`config.mk`:
```
export PLATFORM = sky130hd
export DESIGN_NAME = spl_cell
export DESIGN_NICKNAME = d
export VERILOG_FILES = /design/src/rtl/sorted_priority_list_macros.svh /design/src/rtl/spl_pkg.sv /design/src/rtl/spl_cell.sv
export SDC_FILE = /design/constraint.sdc
export NUM_CORES = 1
export LEC_CHECK = 0
export ABC_CLOCK_PERIOD_IN_PS = 10700
export BUFFER_PORTS_ARGS = -buffer_cell sky130_fd_sc_hd__clkbuf_2
export CORE_MARGIN = 2
export CORE_UTILIZATION = 45
export CTS_CLUSTER_DIAMETER = 200
export CTS_CLUSTER_SIZE = 25
export DETAILED_ROUTE_END_ITERATION = 7
export PLACE_DENSITY = 0.86
export SYNTH_ARGS = -nofsm -noshare
export SYNTH_HDL_FRONTEND = slang
export SYNTH_SLANG_ARGS = --single-unit
```
`constraint.sdc`:
```
create_clock -name clk -period 10.7 [get_ports clk]
set_input_delay 1.07 -clock clk [delete_from_list [all_inputs] [get_ports clk]]
set_output_delay 1.07 -clock clk [all_outputs]
set_load 0.01 [all_outputs]
```
`src/rtl/sorted_priority_list_macros.svh`:
```
// Assertion macros for the RTL file that carries checks.
`ifndef SORTED_PRIORITY_LIST_MACROS_SVH
`define SORTED_PRIORITY_LIST_MACROS_SVH

// Check that is switched off while reset is held.
`define SPL_ASSERT(lbl, prop, msg) \
  lbl: assert property (@(posedge clk) disable iff (!rst_n) prop) else $error(msg);

// Check that also holds during reset.
`define SPL_ASSERT_ALWAYS(lbl, prop, msg) \
  lbl: assert property (@(posedge clk) prop) else $error(msg);

`endif

```
`src/rtl/spl_pkg.sv`:
```
package spl_pkg;

  localparam int KEY_W = 16;
  localparam int PAY_W = 32;
  localparam int OCC_W = 7;
  localparam int STAT_W = 2;

  localparam logic MODE_INSERT = 1'b0;
  localparam logic MODE_REMOVE = 1'b1;

  localparam logic [STAT_W-1:0] ST_DONE  = 2'd0;
  localparam logic [STAT_W-1:0] ST_FULL  = 2'd1;
  localparam logic [STAT_W-1:0] ST_EMPTY = 2'd2;

  typedef struct packed {
    logic [KEY_W-1:0] key;
    logic [PAY_W-1:0] payload;
  } spl_entry_t;

  // Broadcast from the control to every cell of the chain.
  typedef struct packed {
    logic       ins;
    logic       rem;
    logic       head_ins;
    spl_entry_t new_entry;
  } spl_bcast_t;

endpackage

```
`src/rtl/spl_cell.sv`:
```
module spl_cell (
  input  logic               clk,
  input  spl_pkg::spl_bcast_t bc,
  input  logic               occ,
  input  logic               left_shift,
  input  spl_pkg::spl_entry_t left_entry,
  input  spl_pkg::spl_entry_t right_entry,
  output logic               shift,
  output spl_pkg::spl_entry_t entry
);
  import spl_pkg::*;

  spl_entry_t entry_r, entry_nxt;
  logic       take_new;

  // An occupied cell moves up a place when the new key sorts in front of it.
  // Because the chain is sorted, the moving cells always form a tail.
  assign shift    = occ && (bc.head_ins || (entry_r.key > bc.new_entry.key));
  assign take_new = !left_shift && (shift || !occ);

  always_comb begin
    entry_nxt = entry_r;
    if (bc.rem) begin
      entry_nxt = right_entry;
    end else if (bc.ins) begin
      // A cell whose left neighbour moves takes the entry it pushes out, the first free cell included.
      if (left_shift) begin
        entry_nxt = left_entry;
      end else if (take_new) begin
        entry_nxt = bc.new_entry;
      end
    end
  end

  always_ff @(posedge clk) begin
    entry_r <= entry_nxt;
  end

  assign entry = entry_r;

endmodule

```
==> results.txt, run 1 <==
The critical-path maximum fanout was 3. The ratio of routed vias to standard cells works out to 4.952. The instance count along the most critical hold path was 3; the violation count after the first detailed-routing iteration was 134. The worst slew margin relative to its limit is 0.4542, and the share of layout cells above drive strength 1 is 0.4620.

Measured along the y axis, the die boundary spans 84.08 um. TritonCTS built the clock tree. The clock tree buffer depth was 2; the setup clock skew after layout was 0.005456 ns. For the clock buffer count from CTS, the log shows 5. Synthesis instantiated 25 different standard cells from the library. For the fraction of the core area covered by cells at the end of the flow, the log shows 0.6378.

The flow ran to the end, and the final reports show no timing, DRC or antenna violations. The repair_antennas step left the layout with diodes totalling 0. The worst setup path is launched from a primary input.

The number of buffers added to fix hold violations after cts was 0. Setup repair after global routing left no endpoint under its margin. For the number of slew-limit violations in the final report, the log shows 0.

The origin of the critical flop-to-flop path was entry[47]$_DFFE_PP_. VDD sags by at most 0.06515 mV. For this design the static power due to leakage is 0.002110 uW. The average routed wire per standard cell works out to 13.80 um.

The worst setup path is captured at an output pin. The logs give 5985 um for the detailed-placement wirelength estimate and 0 for the number of synthesis warnings. The TritonCTS sink count was 48. The area added between synthesis and finish was 38.77%; the via count of the first global-routing pass was 2731. The fraction of the yosys area taken by sequential cells was 0.4996; the number of register bits inferred by synthesis was 48.

Once the clock tree was built, the resizer swapped 0 gates to a different size. The slack of the worst reg-to-reg path is 7.73 ns, and the area fraction of the dominant cell type after synthesis is 0.4996. The post-synthesis average cell area is 10.73 sq um. Measured in cells, the most critical reg-to-reg path has a length of 7.

For the last weighted congestion value of the routability-driven placer, the log shows 0.8283. The post-CTS setup-driven buffer insertion count came out at 0. In this run the tool buffered the top-level ports with 198 buffer cells. For this run the aggregate overflow at the end of global routing stands at 0.

For the maximum number of pins on one net before global-route repair, the log shows 99. The worst register-to-register path ends at entry[9]$_DFFE_PP_. For the worst setup path, the data required time is 9.63 ns. The type of the most critical hold path was primary input to register. Following the worst setup path forward leads to its endpoint at shift.

In this run the worst setup path begins at bc[47]. At the worst endpoint, the arrival time is 2.72 ns. The first detailed-routing pass ran for 4 iterations. The cell type with the highest aggregate area in the netlist was sky130_fd_sc_hd__edfxtp_1.

Top flip-flop cell by instance count after synthesis: sky130_fd_sc_hd__edfxtp_1. The logs give 7423 um for the final wirelength and 1441 sq um for the combined flip-flop and latch cell area. Detailed routing inserted a total of 2664 vias. In this run the horizontal extent of the chip is 84.08 um. The initial cell density of the core was 0.4596; the post-route fraction of the period consumed by the critical path was 0.3542. The floorplan step defined a die boundary enclosing 7069 sq um.

Counting instances in the post-synthesis netlist gives the leading cell types as 50 x sky130_fd_sc_hd__nand2_1, 49 x sky130_fd_sc_hd__o21ai_0, 48 x sky130_fd_sc_hd__edfxtp_1, 48 x sky130_fd_sc_hd__mux2i_1, 17 x sky130_fd_sc_hd__inv_1. The async set-or-reset flop fraction in the synthesized netlist works out to 0. The number of antenna violations at the first check in global routing came out at 0. The most used standard cell by instance count after synthesis is sky130_fd_sc_hd__nand2_1. The clock input transition at the sequential cells of the worst setup and hold paths was 0.08 ns. Timing-limited maximum frequency: 0.2638 GHz. For this run, design rule violations remaining after detail routing come to 0. The net count of the finished layout is 626. After routing, the total negative slack on setup checks comes to 0 ns. The post-synthesis cell count is 269, and the area of combinational cells with multiple inputs is 1309 sq um. Ranked by total cell area, the synthesized netlist is headed by sky130_fd_sc_hd__edfxtp_1 50%, sky130_fd_sc_hd__mux2i_1 17%, sky130_fd_sc_hd__o21ai_0 8.5%.

Core region area: 6277 sq um. At the pin with the least slew margin, the transition time is 0.8187 ns. The logs give 0 for the final setup violation count and 0 for the final hold violation count. After floorplanning, the core was divided into 29 placement rows. The filler cells instantiated in the layout total 533.

Number of flip-flops under the largest register name: 48. The synthesized netlist net count was 435. The number of nets still failing antenna checks after routing is 0. In this run the clock root is driven by a sky130_fd_sc_hd__clkbuf_8. The critical path is of the primary input to output pin type. The clock tree synthesis step divided the H-tree into 2 levels. In this run the power density over the cells is 113.4 nW/um^2. The clock period could shrink to 3.790 ns. 199 I/O pins were placed. The global-route wire length before repair was 11660 um; the number of enable flip-flop cells after synthesis was 48. The logs give 0.2051 for the overall fraction of global-route tracks in use and 0.28 ns for the clock network latency to the later pin of the worst-skew pair.

Mapped cell area: 2885 sq um. Across the run, the number of max-cap violations was 0.
==> logic make-up (layout without fill, tap and decap cells) <==
group | after synthesis | count (layout) | share of synthesized area
mux | 48 | 48 | 0.1665
compound gates | 63 | 63 | 0.1214
flops | 48 | 48 | 0.4996
simple gates | 60 | 60 | 0.09237
buf+inv | 34 | 226 | 0.05074
fa+ha+maj | 16 | 16 | 0.06938
==> power breakdown <==
part | internal (uW) | switching, uW | total, uW
registers | 231 | 7.26 | 238
logic | 55.4 | 61.6 | 117
clock network | 45.6 | 53.5 | 99.0
total | 332 | 122 | 454
==> critical path: stages <==
cell	delay, ns
sky130_fd_sc_hd__clkbuf_2	0.10
sky130_fd_sc_hd__inv_1	0.04
sky130_fd_sc_hd__ha_1	0.34
sky130_fd_sc_hd__nand4_2	0.16
sky130_fd_sc_hd__nor3_2	0.07
sky130_fd_sc_hd__a21boi_2	0.15
sky130_fd_sc_hd__o41ai_2	0.50
sky130_fd_sc_hd__a21boi_1	0.14
sky130_fd_sc_hd__clkbuf_2	0.15
==> area by class of cell <==
cell class,instances,share of cell area
inverters,17,0.01594
flip-flops and latches,48,0.3600
multi-input cells,187,0.3269
repair buffers,201,0.2531
well taps,77,0.02406
clock buffers,7,0.01906
clock inverters,1,0.0009375
==> layout by cell type, fill, tap and decap left out, drive strengths merged <==
master  instances
nor2            1
a21boi          2
o21ai          49
nor3            1
a211oi          1
nand4           3
inv            17
a21oi           7
a21o            2
nor4b           1
and4            1
clkinv          1
mux2i          48
nor2b           1
buf             4
nand3           2
clkbuf        204
o211ai          1
nand2          50
ha             16
o41ai           1
edfxtp         48
==> per-stage QoR <==
| step | setup WS, ns | instance area (sq um) | power [uW] | cells | hold slack (ns) |
|---|---|---|---|---|---|
| after floorplan | 5.870 | 2885 | 301.7 | 269 | 1.257 |
| after global placement | 7.022 | 3924 | 354.5 | 530 | 1.210 |
| after detailed placement | 6.896 | 3924 | 360.8 | 530 | 1.236 |
| after CTS | 6.904 | 4004 | 460.6 | 538 | 1.049 |
| after global routing | 6.889 | 4004 | 481.2 | 538 | 1.058 |
| final | 6.910 | 4004 | 454.2 | 538 | 1.058 |
==> worst min-delay path by stage <==
stage	start	endpoint	slack, ns
6_report	right_entry[17]	entry[17]$_DFFE_PP_	1.06
5_1_grt	right_entry[2]	entry[2]$_DFFE_PP_	1.06
4_1_cts	right_entry[17]	entry[17]$_DFFE_PP_	1.05
3_5_place_dp	entry[33]$_DFFE_PP_	entry[42]$_DFFE_PP_	1.24
3_3_place_gp	entry[33]$_DFFE_PP_	entry[42]$_DFFE_PP_	1.21
2_1_floorplan	right_entry[45]	entry[45]$_DFFE_PP_	1.26
==> routing by layer <==
layer | vias to the layer above | track usage | share of wire
met5 | - | 0 | 0
met4 | 0 | 0.05865 | 0.0097
li1 | 1352 | - | -
met3 | 8 | 0.05143 | 0.081
met1 | 1180 | 0.2100 | 0.35
met2 | 124 | 0.4033 | 0.56
(Power assumes the default switching activity.)
==> inputs of run 2 (changes only) <==
--- a/config.mk
+++ b/config.mk
@@ -5,14 +5,14 @@
 export SDC_FILE = /design/constraint.sdc
 export NUM_CORES = 1
 export LEC_CHECK = 0
-export ABC_CLOCK_PERIOD_IN_PS = 10700
+export ABC_CLOCK_PERIOD_IN_PS = 3600
 export BUFFER_PORTS_ARGS = -buffer_cell sky130_fd_sc_hd__clkbuf_2
 export CORE_MARGIN = 2
-export CORE_UTILIZATION = 45
+export CORE_UTILIZATION = 42
 export CTS_CLUSTER_DIAMETER = 200
 export CTS_CLUSTER_SIZE = 25
 export DETAILED_ROUTE_END_ITERATION = 7
-export PLACE_DENSITY = 0.86
+export PLACE_DENSITY = 0.81
 export SYNTH_ARGS = -nofsm -noshare
 export SYNTH_HDL_FRONTEND = slang
 export SYNTH_SLANG_ARGS = --single-unit
==> constraint.sdc (replaced) <==
create_clock -name clk -period 3.6 [get_ports clk]
set_input_delay 0.36 -clock clk [delete_from_list [all_inputs] [get_ports clk]]
set_output_delay 0.36 -clock clk [all_outputs]
set_load 0.01 [all_outputs]
==> run 2 against run 1 <==
Sequential share of layout area fell by 0.067 points. Power rose to 3.0 times the previous value. Combinational power rose to 3.0 times the previous value. Count of clock-buffer cells in the layout fell by 2. Setup slack got worse by 5.8 ns. Sequential cell count did not move. Utilization fell by 4.1 points. Register-to-register slack got worse by 6.4 ns. Largest power group unchanged.
==> results.txt, run 2 (synthesis gave the netlist of run 1 again) <==
The tools report the last weighted congestion value of the routability-driven placer as 0.7964. The initial cell density of the core came out at 0.4294. The most frequent standard cell in the layout excluding fill and tap cells was sky130_fd_sc_hd__clkbuf_2.

The number of nets still failing antenna checks after routing was 0; the power per cell area was 337.0 nW/um^2. Setup violations remaining at the end of the flow were counted as 0. For the setup TNS, the log shows 0 ns. Buffers added to address setup during post-CTS repair amount to 0. The area added between synthesis and finish is 39.03%. Root buffer cell: sky130_fd_sc_hd__clkbuf_8. After detailed routing, the average wire length per cell comes to 13.73 um. 199 I/O pins were placed.

Summing all placed instances gives a cell area of 3935 sq um. Type of the most critical hold path: primary input to register. The run gives 0.1868 as the overall fraction of global-route tracks in use.

Clock-pin slew was measured on the worst setup and hold paths at 0.09 ns. The critical-path maximum fanout is 3. The detailed-placement wirelength estimate is 6021 um, and the total die area is 7549 sq um.

The startpoint type of the worst setup path is a register. Max-cap violations in this run came to 0. 0 antenna diodes ended up in the layout.

The register with the most flip-flops in the layout has 48 of them. The tools report the global-route wire length before repair as 11040 um. The startpoint identified for the worst hold timing path is right_entry[17]. The start point of the critical path is entry[47]$_DFFE_PP_. The logs give 2681 for the number of vias in the routed layout and 5 for the clock buffer count from CTS. Count of input and output buffers: 198. Number of antenna violations at the first check in global routing: 0.

The worst setup path is captured at an output pin. At the later pin of the worst-skew pair, clock insertion delay measures 0.29 ns. The tools report the via count of the first global-routing pass as 2554. Buffers inserted to repair hold after CTS numbered 0.

Entering global routing, the biggest net connects 71 pins. The number of design rule violations left after detail routing came out at 0. The logs give 48 for the TritonCTS sink count and 6 for the number of detailed-route iterations in the first pass.

The finished cells cover 4011 sq um. For the violation count after the first detailed-routing iteration, the log shows 134. The chip height is 86.89 um, and the die boundary width is 86.89 um.

Summed over all cells, the static leakage comes to 0.002113 uW. Timing would allow up to 0.3979 GHz. In the layout the commonest cells are 197 x sky130_fd_sc_hd__clkbuf_2, 50 x sky130_fd_sc_hd__nand2_1, 49 x sky130_fd_sc_hd__o21ai_0.

The routed design could run at a clock period as short as 2.513 ns. The share of layout cells above drive strength 1 came out at 0.4642. The worst setup path category is register to output pin. The count of H-tree levels built during CTS is 2, and the ratio of routed vias to standard cells is 4.956. TritonCTS built the clock tree.

The final wirelength is 7429 um, and the clock tree buffer depth is 2. The final hold violation count was 0; the number of standard-cell rows in the floorplan was 30. The worst supply voltage drop on vdd came out at 0.1645 mV. For the worst slew margin relative to its limit, the log shows 0.4585. The core region area was 6719 sq um.

The run gives 627 as the number of nets at the end of the flow. Transition time of the tightest slew-check pin: 0.8123 ns. The origin of the critical flop-to-flop path was entry[47]$_DFFE_PP_.

For this run the aggregate overflow at the end of global routing stands at 0. The number of slew-limit violations in the final report was 0. The post-cts resize count came out at 0.

The run finished with clean final reports. At the worst endpoint, the required time is 3.24 ns. Clock skew on the completed layout was measured at 0.006868 ns.

Setup repair after global routing left no endpoint under its margin. The post-route fraction of the period consumed by the critical path is 0.6980, and the arrival time of the worst setup path is 2.15 ns.
[run 2: changes by cell type in the layout (fill, tap and decap cells not counted), sizes merged]
cell,delta
buf,+1
clkbuf,-2
clkinv,+1
[run 2: area by class of cell]
cell class / count / area, sq um
multi-input combinational: 187 / 1309
sequential: 48 / 1441
fill: 609 / 2708
clock buffer: 5 / 68.82
tap: 80 / 100.1
clock inverter: 2 / 7.507
timing repair buffer: 202 / 1021
inverter: 17 / 63.81
[run 2: path summary, 6_finish.rpt]
check / to / slack [ns] / cells after the start
max: shift / 1.09 / 7
max reg2reg: entry[19]$_DFFE_PP_ / 1.33 / 7
min: entry[17]$_DFFE_PP_ / 0.34 / 3
min reg2reg: entry[44]$_DFFE_PP_ / 1.31 / 6
[run 2: metrics by stage]
step / power [uW] / util / setup WS [ns] / hold WS [ns] / std cells
finish: 1352 / 0.5970 / 1.087 / 0.3431 / 541
global route: 1419 / 0.5970 / 0.9657 / 0.3492 / 541
CTS: 1363 / 0.5970 / 1.064 / 0.3391 / 541
detailed placement: 1073 / 0.5857 / 1.267 / 0.6471 / 534
global placement: 1059 / 0.5857 / 1.322 / 0.6402 / 534
floorplan: 896.2 / - / 0.3836 / 0.5471 / 269
[run 2: power breakdown]
| group | total, uW | switching, uW | internal (uW) |
|---|---|---|---|
| Clock | 296 | 168 | 129 |
| Combinational | 349 | 184 | 165 |
| Sequential | 706 | 20.6 | 686 |
[run 2: critical path: stages (launching register included)]
cell and delay, ns:
sky130_fd_sc_hd__edfxtp_1 0.42, sky130_fd_sc_hd__ha_1 0.33, sky130_fd_sc_hd__nand4_2 0.14, sky130_fd_sc_hd__nor3_2 0.07, sky130_fd_sc_hd__a21boi_2 0.15, sky130_fd_sc_hd__o41ai_2 0.47
sky130_fd_sc_hd__a21boi_1 0.12, sky130_fd_sc_hd__clkbuf_2 0.15
[run 2: metal layers]
metal	track usage	part of all wire	routed length, um	vias to the layer above
li1	-	-	-	1354
met1	0.2017	0.38	2789	1194
met2	0.3609	0.53	3958	131
met3	0.05024	0.089	664	2
met4	0.03835	0.0024	18	0
met5	0	0	0	-
